`config.mk`:
```
export PLATFORM = sky130hd
export DESIGN_NAME = vfcc_ctrl
export DESIGN_NICKNAME = d
export VERILOG_FILES = /design/src/design/vfcc_pkg.sv /design/src/design/vfcc_ctrl.sv
export SDC_FILE = /design/constraint.sdc
export NUM_CORES = 1
export LEC_CHECK = 0
export BUFFER_PORTS_ARGS = -buffer_cell sky130_fd_sc_hd__buf_4
export CORE_AREA = 4 4 47 49
export CTS_CLUSTER_DIAMETER = 120
export DETAILED_ROUTE_END_ITERATION = 16
export DIE_AREA = 0 0 51 53
export MAX_ROUTING_LAYER = met4
export PLACE_DENSITY = 0.65
export SLEW_MARGIN = 20
export SYNTH_ARGS = -nofsm -noshare
export SYNTH_HDL_FRONTEND = slang
export SYNTH_SLANG_ARGS = --single-unit
export TNS_END_PERCENT = 30
```
`constraint.sdc`:
```
create_clock -name clk -period 3.3 [get_ports clk]
set_clock_uncertainty 0.05 [all_clocks]
set_input_delay 0.33 -clock clk [delete_from_list [all_inputs] [get_ports clk]]
set_output_delay 0.33 -clock clk [all_outputs]
set_load 0.01 [all_outputs]
```
`src/design/vfcc_pkg.sv`:
```
// Package: shared types and codes for the void-filling channel calendar.
package vfcc_pkg;

    localparam int TW = 48;

    typedef enum logic [1:0] {
        REQ_CHECK   = 2'd0,
        REQ_FIND    = 2'd1,
        REQ_RESERVE = 2'd2,
        REQ_NONE    = 2'd3
    } req_type_t;

    typedef enum logic [1:0] {
        ST_OK    = 2'd0,
        ST_NOFIT = 2'd1,
        ST_RANGE = 2'd2,
        ST_FULL  = 2'd3
    } status_t;

    localparam logic [0:0] CFG_CHANNELS = 1'b0;
    localparam logic [0:0] CFG_MARGIN   = 1'b1;

    typedef struct packed {
        logic [1:0]    req_type;
        logic [3:0]    port_index;
        logic [5:0]    channel_index;
        logic [TW-1:0] window_start;
        logic [TW-1:0] window_end;
        logic [TW-1:0] current_time;
    } req_t;

    typedef struct packed {
        logic [1:0] status;
        logic [2:0] chosen_channel;
        logic [7:0] reservation_count;
    } rsp_t;

    // controller -> datapath
    typedef enum logic [3:0] {
        CMD_IDLE,
        CMD_LOAD,     // latch request, set up slot
        CMD_CNT_RD,   // latch slot count
        CMD_SCAN_RD,  // issue read of entry idx
        CMD_SCAN_EV,  // evaluate entry read data
        CMD_NEXT_CH,  // find: advance channel
        CMD_POS_RD,   // reserve: read entry idx for position
        CMD_POS_EV,
        CMD_SHIFT_RD, // read entry idx-1
        CMD_SHIFT_WR, // write it at idx
        CMD_INSERT,   // write new at pos
        CMD_PR_RD,    // prune: read entry
        CMD_PR_EV,
        CMD_CP_RD,    // copy read idx+drop
        CMD_CP_WR,
        CMD_FINISH
    } cmd_t;

    typedef struct packed {
        logic range_err;  // port/channel invalid, or request type NONE
        logic find_op;
        logic reserve_op;
        logic full;
        logic scan_done;  // scan of current slot finished
        logic scan_fit;
        logic last_ch;
        logic pos_done;
        logic shift_done;
        logic prune_skip;
        logic prune_done;
        logic copy_done;
    } sts_t;

endpackage

```
`src/design/vfcc_ctrl.sv`:
```
// Controller: sequences scan, insert and prune steps for each request.
module vfcc_ctrl (
    input  logic           clk,
    input  logic           rst_n,
    input  logic           in_fire,
    output logic           busy,
    output logic           done,
    input  logic           out_taken,
    input  vfcc_pkg::sts_t sts,
    output vfcc_pkg::cmd_t cmd
);
    typedef enum logic [4:0] {
        S_IDLE, S_CNT, S_CHK, S_SC_RD, S_SC_EV, S_SC_NX, S_PS_RD, S_PS_EV,
        S_SH_CHK, S_SH_RD, S_SH_WR, S_INS, S_PR_CHK, S_PR_RD, S_PR_EV,
        S_CP_CHK, S_CP_RD, S_CP_WR, S_FIN, S_OUT
    } state_t;

    state_t state_reg, state_next;

    always_comb
    begin
        state_next = state_reg;
        cmd        = vfcc_pkg::CMD_IDLE;
        case (state_reg)
            S_IDLE:
                if (in_fire)
                begin
                    cmd        = vfcc_pkg::CMD_LOAD;
                    state_next = S_CNT;
                end
            S_CNT:
            begin
                cmd        = vfcc_pkg::CMD_CNT_RD;
                state_next = S_CHK;
            end
            S_CHK:
                if (sts.range_err)
                    state_next = S_FIN;
                else if (sts.reserve_op)
                    state_next = sts.full ? S_FIN : S_PS_RD;
                else
                    state_next = S_SC_RD;
            S_SC_RD:
            begin
                cmd        = vfcc_pkg::CMD_SCAN_RD;
                state_next = S_SC_EV;
            end
            S_SC_EV:
            begin
                cmd        = vfcc_pkg::CMD_SCAN_EV;
                state_next = S_SC_NX;
            end
            S_SC_NX:
                if (!sts.scan_done)
                    state_next = S_SC_RD;
                else if (sts.find_op && !sts.scan_fit && !sts.last_ch)
                begin
                    cmd        = vfcc_pkg::CMD_NEXT_CH;
                    state_next = S_CNT;
                end
                else
                    state_next = S_FIN;
            S_PS_RD:
            begin
                cmd        = vfcc_pkg::CMD_POS_RD;
                state_next = S_PS_EV;
            end
            S_PS_EV:
            begin
                cmd        = vfcc_pkg::CMD_POS_EV;
                state_next = S_SH_CHK;
            end
            S_SH_CHK:
                if (!sts.pos_done)
                    state_next = S_PS_RD;
                else if (sts.shift_done)
                    state_next = S_INS;
                else
                    state_next = S_SH_RD;
            S_SH_RD:
            begin
                cmd        = vfcc_pkg::CMD_SHIFT_RD;
                state_next = S_SH_WR;
            end
            S_SH_WR:
            begin
                cmd        = vfcc_pkg::CMD_SHIFT_WR;
                state_next = S_SH_CHK;
            end
            S_INS:
            begin
                cmd        = vfcc_pkg::CMD_INSERT;
                state_next = S_PR_CHK;
            end
            S_PR_CHK:
                state_next = sts.prune_skip ? S_FIN : S_PR_RD;
            S_PR_RD:
            begin
                cmd        = vfcc_pkg::CMD_PR_RD;
                state_next = S_PR_EV;
            end
            S_PR_EV:
            begin
                cmd        = vfcc_pkg::CMD_PR_EV;
                state_next = S_CP_CHK;
            end
            S_CP_CHK:
                if (!sts.prune_done)
                    state_next = S_PR_RD;
                else if (sts.copy_done)
                    state_next = S_FIN;
                else
                    state_next = S_CP_RD;
            S_CP_RD:
            begin
                cmd        = vfcc_pkg::CMD_CP_RD;
                state_next = S_CP_WR;
            end
            S_CP_WR:
            begin
                cmd        = vfcc_pkg::CMD_CP_WR;
                state_next = S_CP_CHK;
            end
            S_FIN:
            begin
                cmd        = vfcc_pkg::CMD_FINISH;
                state_next = S_OUT;
            end
            S_OUT:
                if (out_taken)
                    state_next = S_IDLE;
            default: state_next = S_IDLE;
        endcase
    end

    always_ff @(posedge clk or negedge rst_n)
    begin
        if (!rst_n)
            state_reg <= S_IDLE;
        else
            state_reg <= state_next;
    end

    assign busy = state_reg != S_IDLE;
    assign done = state_reg == S_OUT;
endmodule
```
==> flow_summary.json <==
{
  "cts_tree": "built",
  "hpwlAfterDp_um": 1650,
  "dieArea_um2": 2700,
  "area_growth_pct": 29.2,
  "synth_top_area_share": 0.185,
  "cap_violations": 0,
  "syn_area_per_cell_um2": 6.70,
  "relSlewSlack": 0.568,
  "cellLeakagePower_nw": 0.359,
  "rows": 16,
  "fin_nets": 137,
  "start_util": 0.364,
  "largest_register_ffs": 5,
  "worst_pin_slew_ps": 648,
  "min_path_type": "in2reg",
  "chipHeight_um": 53,
  "numPortBuffers": 21,
  "antenna_found_initial": 0,
  "synth_area_um2": 677,
  "vias_per_cell": 6.00,
  "clk_latency_ps": 240,
  "clk_pin_slew_worst_paths_ps": 40,
  "vias": 882,
  "setup-tns-final_ps": 0,
  "path_max_fanout": 22,
  "grt_pass1_wl_um": 3540,
  "drc": 0,
  "synth_cell_types": 36,
  "synth_top_cell_by_area": "dfrtp_1",
  "layout.area.seq_um2": 125,
  "wl_per_cell_um": 14.6,
  "drtIter0Drc": 72,
  "syn_nets": 117,
  "rsz0062_at_grt": "no",
  "track_usage": 0.180,
  "start_kind": "register",
  "p_per_area_nw_per_um2": 840,
  "ir_drop_uv": 424,
  "critPathSlowestCell": "dfrtp_1",
  "cts_max_path_buffers": 2,
  "synthArstFlopShare": 1.00,
  "cts_made_buffers": 3,
  "path_cells": "nand2b_1 > nor3_1 > nand3_1 > o211ai_1 > buf_4",
  "synth_seq_area_share": 0.185,
  "h-tree-depth": 1,
  "finalWirelength_um": 2140,
  "die_width_um": 51,
  "ys_ff_latch": 5,
  "maxSlewViolCount": 0,
  "netlist_instances": 101,
  "final_layout_size_suffix_gt1_frac": 0.242,
  "drt_first_pass_iters": 5,
  "fin_crit_ps": 2450,
  "grt_max_degree": 23,
  "required_ps": 2920,
  "final.period_utilization": 0.742,
  "yosysMostFrequentCell": "nor2_1",
  "status": "complete, no violations",
  "synth_warnings": 0,
  "fin_util": 0.470,
  "cts_root_buf": "clkbuf_4",
  "yosys-top-cells-area": "dfrtp_1 18%, a21oi_1 5.9%, o21ai_0 5.9%, nand2b_1 5.5%, nand3_1 5.2%",
  "gr-total-overflow": 0,
  "nFillCells": 194,
  "grt_pass1_vias": 788,
  "multi_input_area_um2": 499,
  "setup_viol": 0,
  "ys_top_cells_by_count": "9 x nor2_1, 8 x a21oi_1, 8 x o21ai_0, 7 x nand3_1",
  "cp.arrival_ps": 2070,
  "synth-edff-count": 0,
  "path_class": "reg2out",
  "fmax_mhz": 408,
  "cts.sinks": 5,
  "ioPinCount": 22,
  "num_antenna_cells": 0,
  "globalplace.congestion": 0.951,
  "core_um2": 1860,
  "end_kind": "output port",
  "yosys_most_used_dff": "dfrtp_1",
  "slowest_delay_ps": 750,
  "hold_viol_final": 0,
  "ant_nets": 0
}
## timing repair
action | CTS | global route
endpoints found under the hold margin | 5 | 0
resized for setup | 0 | 0
buffers inserted | 0 | 0
setup endpoints to repair | 0 | 0
hold buffers | 1 | 0
## final cells by class
class | instances | share of cell area
well taps | 27 | 0.0386
clock buffers | 4 | 0.0300
inverters | 6 | 0.0258
repair buffers | 22 | 0.192
flip-flops and latches | 5 | 0.143
multi-input cells | 83 | 0.571
## critical path, delay by kind of cell, from the launching register on
family	cells	cell delay, ps
compound gates	1	130
buf+inv	1	150
flops	1	750
simple gates	3	800
## per-layer routing
layer / vias up / GRT usage / share of wire
li1: 425 / - / -
met5: - / - / 0
met1: 409 / 0.228 / 0.38
met3: 0 / 0.0479 / 0.12
met2: 48 / 0.288 / 0.50
met4: 0 / 0.0404 / 0
## where the power goes
part           internal [mW]  switching (mW)  total [mW]
Sequential            0.0868           0.116       0.203
Clock                 0.0456          0.0235      0.0692
Combinational          0.213           0.249       0.463
Total                  0.346           0.389       0.735
## stage by stage
step	total power [mW]	hold slack [ps]	std cells	cell area (um2)	setup WS, ps
after global routing	0.808	314	147	875	605
after CTS	0.731	322	147	875	872
final	0.735	319	147	875	852
after global placement	0.657	82.0	142	838	1130
after detailed placement	0.658	83.0	142	838	1140
after floorplan	0.508	-15.6	101	677	1730
## path summary, 6_finish.rpt
kind,start,endpoint,slack [ps],depth (start not counted)
max in group asynchronous,rst_n,state_reg[4],2710,2
worst max-delay path,state_reg[0],cmd[2],850,5
min in group asynchronous,rst_n,state_reg[3],380,2
worst min register to register,state_reg[4],state_reg[2],830,1
worst min-delay path,sts[7],state_reg[4],320,3
worst max register to register,state_reg[0],state_reg[0],1420,4
## cells in the final DEF, fill, tap and decap left out, drive strengths merged, types with 2 or more instances in the layout
master / synthesis / layout
a222oi: 2 / 2
nor2: 9 / 9
nand2b: 6 / 6
nor3: 6 / 6
clkbuf: 3 / 4
or3: 3 / 3
nand3b: 2 / 2
a21oi: 8 / 8
nand4: 4 / 4
o21ai: 10 / 10
nand3: 7 / 7
buf: 4 / 21
inv: 6 / 6
a211oi: 2 / 2
nand2: 6 / 6
a21o: 2 / 2
dfrtp: 5 / 5
## logic make-up (layout without fill, tap and decap cells)
group                  Yosys count  in the layout  share of synthesized area
AO/OA/AOI/OAI                   35             35                      0.351
buffers and inverters           13             32                     0.0776
flip-flops                       5              5                      0.185
multiplexers                     1              1                     0.0166
AND/OR/NAND/NOR                 47             47                      0.370
(Power assumes the default switching activity.)
